$ cat src/rtl/min_stk_pkg.sv
// ---------------------------------------------------------------------------
// min_stk_pkg
// Shared sizes, codes and state type for the minimum-tracking stack.
// ---------------------------------------------------------------------------
package min_stk_pkg;

    // store geometry
    localparam int DEPTH  = 32;
    localparam int ADDR_W = $clog2(DEPTH);
    localparam int CNT_W  = $clog2(DEPTH + 1);
    localparam int CAP_W  = 6;
    localparam int DATA_W = 32;

    // operation codes (the unused code behaves as a query)
    localparam logic [1:0] OP_PUSH  = 2'd0;
    localparam logic [1:0] OP_POP   = 2'd1;
    localparam logic [1:0] OP_QUERY = 2'd2;

    // status codes
    localparam logic [1:0] STAT_OK    = 2'd0;
    localparam logic [1:0] STAT_OVER  = 2'd1;
    localparam logic [1:0] STAT_UNDER = 2'd2;

    // sequencer states
    typedef enum logic [1:0] {
        ST_IDLE,
        ST_PUSH_MIN,
        ST_POP_WAIT
    } t_state;

endpackage

$ cat src/rtl/min_tracking_stack.sv
// ---------------------------------------------------------------------------
// min_tracking_stack
// LIFO stack of signed words that reports its minimum with every beat. One
// synchronous store holds the main stack (growing up from entry 0) and the
// minimum stack (growing down from entry capacity-1).
// ---------------------------------------------------------------------------
//  channel   | signals                                   | handshake
//  ----------+-------------------------------------------+---------------------
//  command   | i_operation, i_value                      | start && !busy
//  result    | o_status, o_popped_value, o_top_value,    | o_valid, one cycle
//            | o_min_value, o_is_empty                   |
//  config    | i_cfg_data                                | i_cfg_we
//
//  steps: query, rejected push, underflow pop and a push that stays off the
//    minimum stack finish on acceptance; a push onto both stacks also takes
//    ST_PUSH_MIN (single write port); ST_POP_WAIT reads the new top and minimum.
//  result appears the cycle after the command's last cycle of work.
//  reset: synchronous, active low; capacity 32, both stacks empty, no
//    clearing pass. A capacity write also empties both stacks.
//  the receiver cannot stall; a new command may be taken while a result shows.
// ---------------------------------------------------------------------------
module min_tracking_stack (
    input  logic                                 i_clk,
    input  logic                                 i_rst_n,
    input  logic                                 start,
    output logic                                 busy,
    input  logic [1:0]                           i_operation,
    input  logic signed [min_stk_pkg::DATA_W-1:0] i_value,
    input  logic                                 i_cfg_we,
    input  logic [min_stk_pkg::CAP_W-1:0]        i_cfg_data,
    output logic                                 o_valid,
    output logic [1:0]                           o_status,
    output logic signed [min_stk_pkg::DATA_W-1:0] o_popped_value,
    output logic signed [min_stk_pkg::DATA_W-1:0] o_top_value,
    output logic signed [min_stk_pkg::DATA_W-1:0] o_min_value,
    output logic                                 o_is_empty
);

    localparam int AW = min_stk_pkg::ADDR_W;
    localparam int CW = min_stk_pkg::CNT_W;
    localparam int DW = min_stk_pkg::DATA_W;

    // entry store
    logic signed [DW-1:0] mem [min_stk_pkg::DEPTH];

    // control and cached values
    min_stk_pkg::t_state r_state, n_state;
    logic [CW-1:0]        r_main_cnt, n_main_cnt;
    logic [CW-1:0]        r_min_cnt, n_min_cnt;
    logic [min_stk_pkg::CAP_W-1:0] r_cap;
    logic signed [DW-1:0] r_top, n_top;
    logic signed [DW-1:0] r_min, n_min;
    logic signed [DW-1:0] r_val, n_val;
    logic signed [DW-1:0] r_popped, n_popped;
    logic signed [DW-1:0] r_rd_top, r_rd_min;

    // combinational datapath
    logic [CW-1:0]        cap_eff;
    logic [CW:0]          need_sum;
    logic                 to_min;
    logic                 accept;
    logic                 mem_we;
    logic [AW-1:0]        mem_waddr;
    logic signed [DW-1:0] mem_wdata;
    logic [AW-1:0]        rd_addr_top, rd_addr_min;
    logic [CW-1:0]        min_slot;
    logic                 emit;
    logic [1:0]           res_status;
    logic signed [DW-1:0] res_popped;

    assign busy   = (r_state != min_stk_pkg::ST_IDLE);
    assign accept = start && !busy;

    // effective capacity, clamped to the legal range
    always_comb begin
        if (r_cap < min_stk_pkg::CAP_W'(2)) begin
            cap_eff = CW'(2);
        end else if (int'(r_cap) > min_stk_pkg::DEPTH) begin
            cap_eff = CW'(min_stk_pkg::DEPTH);
        end else begin
            cap_eff = CW'(r_cap);
        end
    end

    // push decision: goes on the minimum stack too, and total room needed
    assign to_min   = (r_min_cnt == '0) || (i_value <= r_min);
    assign need_sum = {1'b0, r_main_cnt} + {1'b0, r_min_cnt} + (to_min ? (CW+1)'(2)
                                                                       : (CW+1)'(1));
    assign min_slot = cap_eff - r_min_cnt - CW'(1);

    // next state
    always_comb begin
        n_state = r_state;
        unique case (r_state)
            min_stk_pkg::ST_IDLE: begin
                if (accept) begin
                    if (i_operation == min_stk_pkg::OP_PUSH) begin
                        if (need_sum <= {1'b0, cap_eff} && to_min) begin
                            n_state = min_stk_pkg::ST_PUSH_MIN;
                        end
                    end else if (i_operation == min_stk_pkg::OP_POP) begin
                        if (r_main_cnt != '0) begin
                            n_state = min_stk_pkg::ST_POP_WAIT;
                        end
                    end
                end
            end
            min_stk_pkg::ST_PUSH_MIN: n_state = min_stk_pkg::ST_IDLE;
            min_stk_pkg::ST_POP_WAIT: n_state = min_stk_pkg::ST_IDLE;
            default:                  n_state = min_stk_pkg::ST_IDLE;
        endcase
    end

    // datapath, store access and result
    always_comb begin
        n_main_cnt = r_main_cnt;
        n_min_cnt  = r_min_cnt;
        n_top      = r_top;
        n_min      = r_min;
        n_val      = r_val;
        n_popped   = r_popped;
        mem_we     = 1'b0;
        mem_waddr  = r_main_cnt[AW-1:0];
        mem_wdata  = r_val;
        emit       = 1'b0;
        res_status = min_stk_pkg::STAT_OK;
        res_popped = '0;
        unique case (r_state)
            min_stk_pkg::ST_IDLE: begin
                if (accept) begin
                    unique case (i_operation)
                        min_stk_pkg::OP_PUSH: begin
                            if (need_sum > {1'b0, cap_eff}) begin
                                emit       = 1'b1;
                                res_status = min_stk_pkg::STAT_OVER;
                            end else begin
                                mem_we     = 1'b1;
                                mem_waddr  = r_main_cnt[AW-1:0];
                                mem_wdata  = i_value;
                                n_main_cnt = r_main_cnt + CW'(1);
                                n_top      = i_value;
                                n_val      = i_value;
                                emit       = !to_min;
                            end
                        end
                        min_stk_pkg::OP_POP: begin
                            if (r_main_cnt == '0) begin
                                emit       = 1'b1;
                                res_status = min_stk_pkg::STAT_UNDER;
                            end else begin
                                n_popped   = r_top;
                                n_main_cnt = r_main_cnt - CW'(1);
                                if (r_min_cnt != '0 && r_top == r_min) begin
                                    n_min_cnt = r_min_cnt - CW'(1);
                                end
                            end
                        end
                        default: begin
                            emit = 1'b1;
                        end
                    endcase
                end
            end
            min_stk_pkg::ST_PUSH_MIN: begin
                // second write: the same value onto the minimum stack
                mem_we    = 1'b1;
                mem_waddr = min_slot[AW-1:0];
                mem_wdata = r_val;
                n_min_cnt = r_min_cnt + CW'(1);
                n_min     = r_val;
                emit      = 1'b1;
            end
            min_stk_pkg::ST_POP_WAIT: begin
                // new top and minimum arrive from the store
                n_top      = r_rd_top;
                n_min      = r_rd_min;
                emit       = 1'b1;
                res_popped = r_popped;
            end
            default: begin
                emit = 1'b0;
            end
        endcase
        // capacity write empties both stacks
        if (i_cfg_we) begin
            n_main_cnt = '0;
            n_min_cnt  = '0;
        end
    end

    // read addresses follow the counts left by a pop
    always_comb begin
        logic [CW-1:0] top_idx;
        logic [CW-1:0] min_idx;
        top_idx     = n_main_cnt - CW'(1);
        min_idx     = cap_eff - n_min_cnt;
        rd_addr_top = top_idx[AW-1:0];
        rd_addr_min = min_idx[AW-1:0];
    end

    // store: one write port, two registered read ports
    always_ff @(posedge i_clk) begin
        if (mem_we) begin
            mem[mem_waddr] <= mem_wdata;
        end
        r_rd_top <= mem[rd_addr_top];
        r_rd_min <= mem[rd_addr_min];
    end

    // control registers
    always_ff @(posedge i_clk) begin
        if (!i_rst_n) begin
            r_state    <= min_stk_pkg::ST_IDLE;
            r_main_cnt <= '0;
            r_min_cnt  <= '0;
            r_cap      <= min_stk_pkg::CAP_W'(min_stk_pkg::DEPTH);
            o_valid    <= 1'b0;
        end else begin
            r_state    <= n_state;
            r_main_cnt <= n_main_cnt;
            r_min_cnt  <= n_min_cnt;
            if (i_cfg_we) begin
                r_cap <= i_cfg_data;
            end
            o_valid <= emit;
        end
    end

    // payload registers
    always_ff @(posedge i_clk) begin
        r_top    <= n_top;
        r_min    <= n_min;
        r_val    <= n_val;
        r_popped <= n_popped;
        if (emit) begin
            o_status       <= res_status;
            o_popped_value <= res_popped;
            o_top_value    <= (n_main_cnt != '0) ? n_top : '0;
            o_min_value    <= (n_min_cnt != '0) ? n_min : '0;
            o_is_empty     <= (n_main_cnt == '0);
        end
    end

`ifndef SYNTHESIS
    // both stacks fit in the store
    a_fit: assert property (@(posedge i_clk) disable iff (!i_rst_n)
        ({1'b0, r_main_cnt} + {1'b0, r_min_cnt}) <= {1'b0, cap_eff})
        else $error("stacks exceed capacity");

    // every minimum entry shadows a main entry
    a_min_le_main: assert property (@(posedge i_clk) disable iff (!i_rst_n)
        r_min_cnt <= r_main_cnt)
        else $error("minimum stack deeper than main stack");

    // no result beat while a command is still at work
    a_no_beat_busy: assert property (@(posedge i_clk) disable iff (!i_rst_n)
        busy |-> !o_valid)
        else $error("result beat during busy");

    // an accepted command either answers next cycle or keeps working
    a_answer: assert property (@(posedge i_clk) disable iff (!i_rst_n)
        accept |=> (o_valid != busy))
        else $error("accepted command lost");

    // a command in a busy state always answers as it returns to idle
    a_second: assert property (@(posedge i_clk) disable iff (!i_rst_n)
        busy |=> (o_valid && !busy))
        else $error("second cycle without result");
`endif

endmodule
$ cat config.mk
export PLATFORM = sky130hd
export DESIGN_NAME = min_tracking_stack
export DESIGN_NICKNAME = d
export VERILOG_FILES = /design/src/rtl/min_stk_pkg.sv /design/src/rtl/min_tracking_stack.sv
export SDC_FILE = /design/constraint.sdc
export NUM_CORES = 2
export LEC_CHECK = 0
export BUFFER_PORTS_ARGS = -buffer_cell sky130_fd_sc_hd__buf_4
export CAP_MARGIN = 20
export CORE_ASPECT_RATIO = 1.5
export CORE_UTILIZATION = 35
export CTS_CLUSTER_SIZE = 25
export DETAILED_ROUTE_END_ITERATION = 12
export GPL_TIMING_DRIVEN = 1
export SYNTH_ARGS = -nofsm -noshare
export SYNTH_HDL_FRONTEND = slang
export SYNTH_SLANG_ARGS = --single-unit
$ cat constraint.sdc
create_clock -name i_clk -period 12.5 [get_ports i_clk]
set_input_delay 0 -clock i_clk [delete_from_list [all_inputs] [get_ports i_clk]]
set_output_delay 0 -clock i_clk [all_outputs]
set_load 0.01 [all_outputs]
==> impl_results.md <==
- Slowest cell on the critical path: buf_4
- Total number of vias: 40100
- H-tree level count: 3
- Relative slew margins: between 20% and 30%
- Remaining DRCs: 0
- Synth async-reset ratio: 0%
- Startpoint Class: flip-flop
- Most used cell, CP: a21oi_1
- RSZ-0062 raised after global routing: false
- Data required time of the critical path: roughly 13 ns
- Cells on worst reg2reg path: 33
- CTS max path bufs: 3
- FMAX: approximately 110 MHz
- Main flop type after synthesis: edfxtp_1
- Max FO, Critical Path: 115
- Filler cell count: roughly 16000
- Number of iterations in the first detailed-routing pass: 7
- P&R area growth vs syn: 14.6%
- Initial antenna violation count: 10
- DPL Wire Length: 107000 um
- Site row count: between 150 and 200
- Crit path kind: reg -> reg
- Leakage: roughly 23 nW
- Reg clk slew, reported paths: 0.07 ns
- Status: finished, final reports clean
- TritonCTS Buffers: 115
- Syn Nets: between 4000 and 5000
- Final Setup Violations: 0
- Die area: approximately 170000 sq um
- Final period demand of the worst path: approximately 9.4 ns
- Final ANT Viol Nets: 0
- Number of global-route vias before repair: between 30000 and 40000
- Vias per cell: slightly below 6
- First-pass GRT wire length: ~280000 um
- Synthesized netlist cell count: approximately 4400
- Reg2reg end: r_rd_top[22]
- Initial Utilization: between 30% and 40%
- GP Congestion: approximately 0.88
- CTS tree: built
- Register area share after synthesis: around 63%
- Clk_skew: 0.0415 ns
- Peak supply drop: 0.131 mV
- Synth Cell Area: 60400 sq um
- Final Max Slew Viols: 0
- Core box area: around 170000 sq um
- Drt first-iter violations: 4366
- Largest net degree at the start of global routing: 160
- Setup slack, reg-to-reg: 3.08 ns
- CTS sink cnt: between 1000 and 1500
- Hold Buf Count CTS: 60
- Max cap viols: 0
- Worst hold-check path type: in -> reg
- Seq. cell area: around 38000 sq um
- GRT Total Usage: between 20% and 30%
- Worst-Margin Slew: 1.10 ns
- Reg2reg start: r_min[17]
- Crit path DAT: about 10 ns
- Hold EP: r_top[0]
- Setup_tns: 0 ns
- Nets: about 4600
- I/O pins: 145
- Final wirelength: around 190000 um
- Post_cts resized: 0
- Die Ht: between 500 and 600 um
- Quantity of I/O buffers inserted on ports: ~140
- Hold depth: 4
- Mean area per synthesized cell: approximately 14 sq um
- WL/cell: around 28 um
- Post-CTS Repair Setup Buffers: 0
- Period utilization: between 70% and 80%
- Die Wd: roughly 340 um
- Post-synth EDFFs: 1155
- Layout cells sized above 1: a little under a fifth
- Area of the multi-input gates: about 21000 sq um
- CP endpoint kind: flip-flop
- Worst-Skew Late Latency: between 0.7 and 0.8 ns
- Final total power: ~11 mW
- Clock root buffer: clkbuf_16
- Congestion Overflow GR: 0
- Final Hold Fails: 0
- Cell variety after synth: 70
- Pwr dens: between 150 and 200 nW/um^2
- Synthesis-stage register bit count: between 1000 and 1500
- Max incr delay on CP: 0.73 ns
- Ys Warns: 0
- Hold path start: i_value[0]
- Worst hold slack: 0.0685 ns
kinds of logic after synthesis:
| group | count (synthesis) | synth area share (%) |
|---|---|---|
| AOI/OAI and AO/OA | 370 | 4.98 |
| xor gates and xnor gates | 47 | 0.681 |
| adders and majority gates | 70 | 1.51 |
| buffers and inverters | 395 | 2.53 |
| DFF | 1336 | 63.4 |
| muxes | 457 | 14.3 |
| and+or+nand+nor | 1682 | 12.6 |
cells in the mapped netlist, drive strengths merged, types with 4 or more instances:
cell type | n | area [sq um]
a211oi | 38 | 440
a21o | 16 | 120
a21oi | 59 | 295
a222oi | 32 | 320
a22oi | 35 | 263
a31oi | 8 | 50.1
a32oi | 97 | 850
and2 | 38 | 238
and3 | 7 | 43.8
buf | 52 | 241
clkbuf | 246 | 923
dfxtp | 181 | 3620
edfxtp | 1155 | 34700
fa | 5 | 100
ha | 65 | 813
inv | 96 | 360
mux2 | 33 | 372
mux2i | 104 | 1040
mux4 | 320 | 7210
nand2 | 955 | 3580
nand2b | 10 | 62.6
nand3 | 335 | 1680
nand3b | 4 | 30.0
nand4 | 46 | 288
nand4b | 96 | 841
nor2 | 140 | 526
nor3 | 14 | 81.3
nor4 | 15 | 93.8
o2111ai | 33 | 289
o21ai | 21 | 116
or2 | 4 | 25.0
or3 | 5 | 31.3
xnor2 | 15 | 131
xor2 | 32 | 280
metrics by stage:
stage          setup WS [ns]  cell area (sq um)  utilization (%)  instances
2_1_floorplan           3.18              60400                -       4357
3_3_place_gp            3.05              64300             37.6       6537
3_5_place_dp            3.09              64400             37.6       6540
4_1_cts                 3.06              68800             40.2       6818
5_1_grt                 2.48              69200             40.4       6835
6_report                3.08              69200             40.4       6837
per-layer routing:
metal  GRT usage, %  part of all wire [%]  vias up
li1               -                     -    17000
met1           25.8                    36    20700
met2           38.7                    52     2005
met3           2.74                   7.7      400
met4           9.69                   4.6        6
met5              0                 0.027        -
worst max path at each step:
stage | startpoint | endpoint | cells after the start
floorplan | r_min[9] | o_is_empty | 26
global placement | r_min[17] | r_rd_top[22] | 33
detailed placement | r_min[17] | r_rd_top[22] | 33
CTS | r_min[17] | r_rd_top[22] | 33
global route | r_min[17] | r_rd_top[22] | 33
finish | r_min[17] | r_rd_top[22] | 33
cell usage in the layout (no fill, tap or decap), types with 12 or more instances in the layout:
cell | netlist | routed
a21o_1 | 16 | 16
mux4_2 | 320 | 320
mux2_2 | 33 | 33
a222oi_1 | 32 | 32
o2111ai_1 | 33 | 33
clkbuf_1 | 246 | 31
and2_1 | 38 | 36
buf_4 | 0 | 214
xor2_1 | 32 | 32
a21oi_1 | 59 | 58
nor2_4 | 0 | 36
inv_1 | 96 | 96
clkbuf_16 | 0 | 117
nand4_1 | 46 | 46
nand2_1 | 955 | 954
nor4_1 | 15 | 15
a211oi_2 | 31 | 31
o21ai_0 | 20 | 19
ha_1 | 65 | 61
nor3_1 | 13 | 13
buf_16 | 0 | 14
nand3_1 | 335 | 334
a32oi_1 | 97 | 97
a22oi_1 | 35 | 34
edfxtp_1 | 1155 | 1155
mux2i_1 | 103 | 103
bufinv_16 | 0 | 13
dfxtp_1 | 181 | 181
clkinv_2 | 0 | 15
nor2_1 | 140 | 104
clkinv_1 | 1 | 14
nand4b_1 | 96 | 96
xnor2_1 | 15 | 12
dlygate4sd3_1 | 0 | 60
critical path: cells and delay by family (launching register included):
family / cells / cell delay [ns]
buffers and inverters: 5 / 1.58
AO/OA/AOI/OAI: 12 / 2.43
AND/OR/NAND/NOR: 8 / 2.11
flip-flops: 1 / 0.36
XOR/XNOR: 2 / 0.45
adder cells (fa/ha/maj): 6 / 2.18
area by class of cell:
cell class | count | share of cell area (%)
clock inverters | 62 | 1.01
multi-input cells | 2626 | 30.4
repair buffers | 301 | 4.08
well taps | 2256 | 4.08
inverters | 97 | 0.537
diodes | 3 | 0.0108
flip-flops and latches | 1336 | 55.3
clock buffers | 156 | 4.56
flip-flops by register name, summed over array words and instances, names as in the netlist:
signal and cells:
r_min_cnt 6, r_top 32, o_is_empty 1, o_popped_value 32
r_val 32, mem 1024, r_rd_min 32, r_rd_top 32
o_status 2, r_cap 6, o_top_value 32, o_valid 1
o_min_value 32, r_min 32, r_state 2, r_main_cnt 6
r_popped 32
power breakdown:
part,internal (mW),switching [mW],leakage [nW]
Sequential,5.30,0.183,12.1
Combinational,0.568,1.07,9.48
Clock,2.05,1.68,1.85
Total,7.91,2.93,23.4
Note: power is estimated with default switching activity, not from simulation.
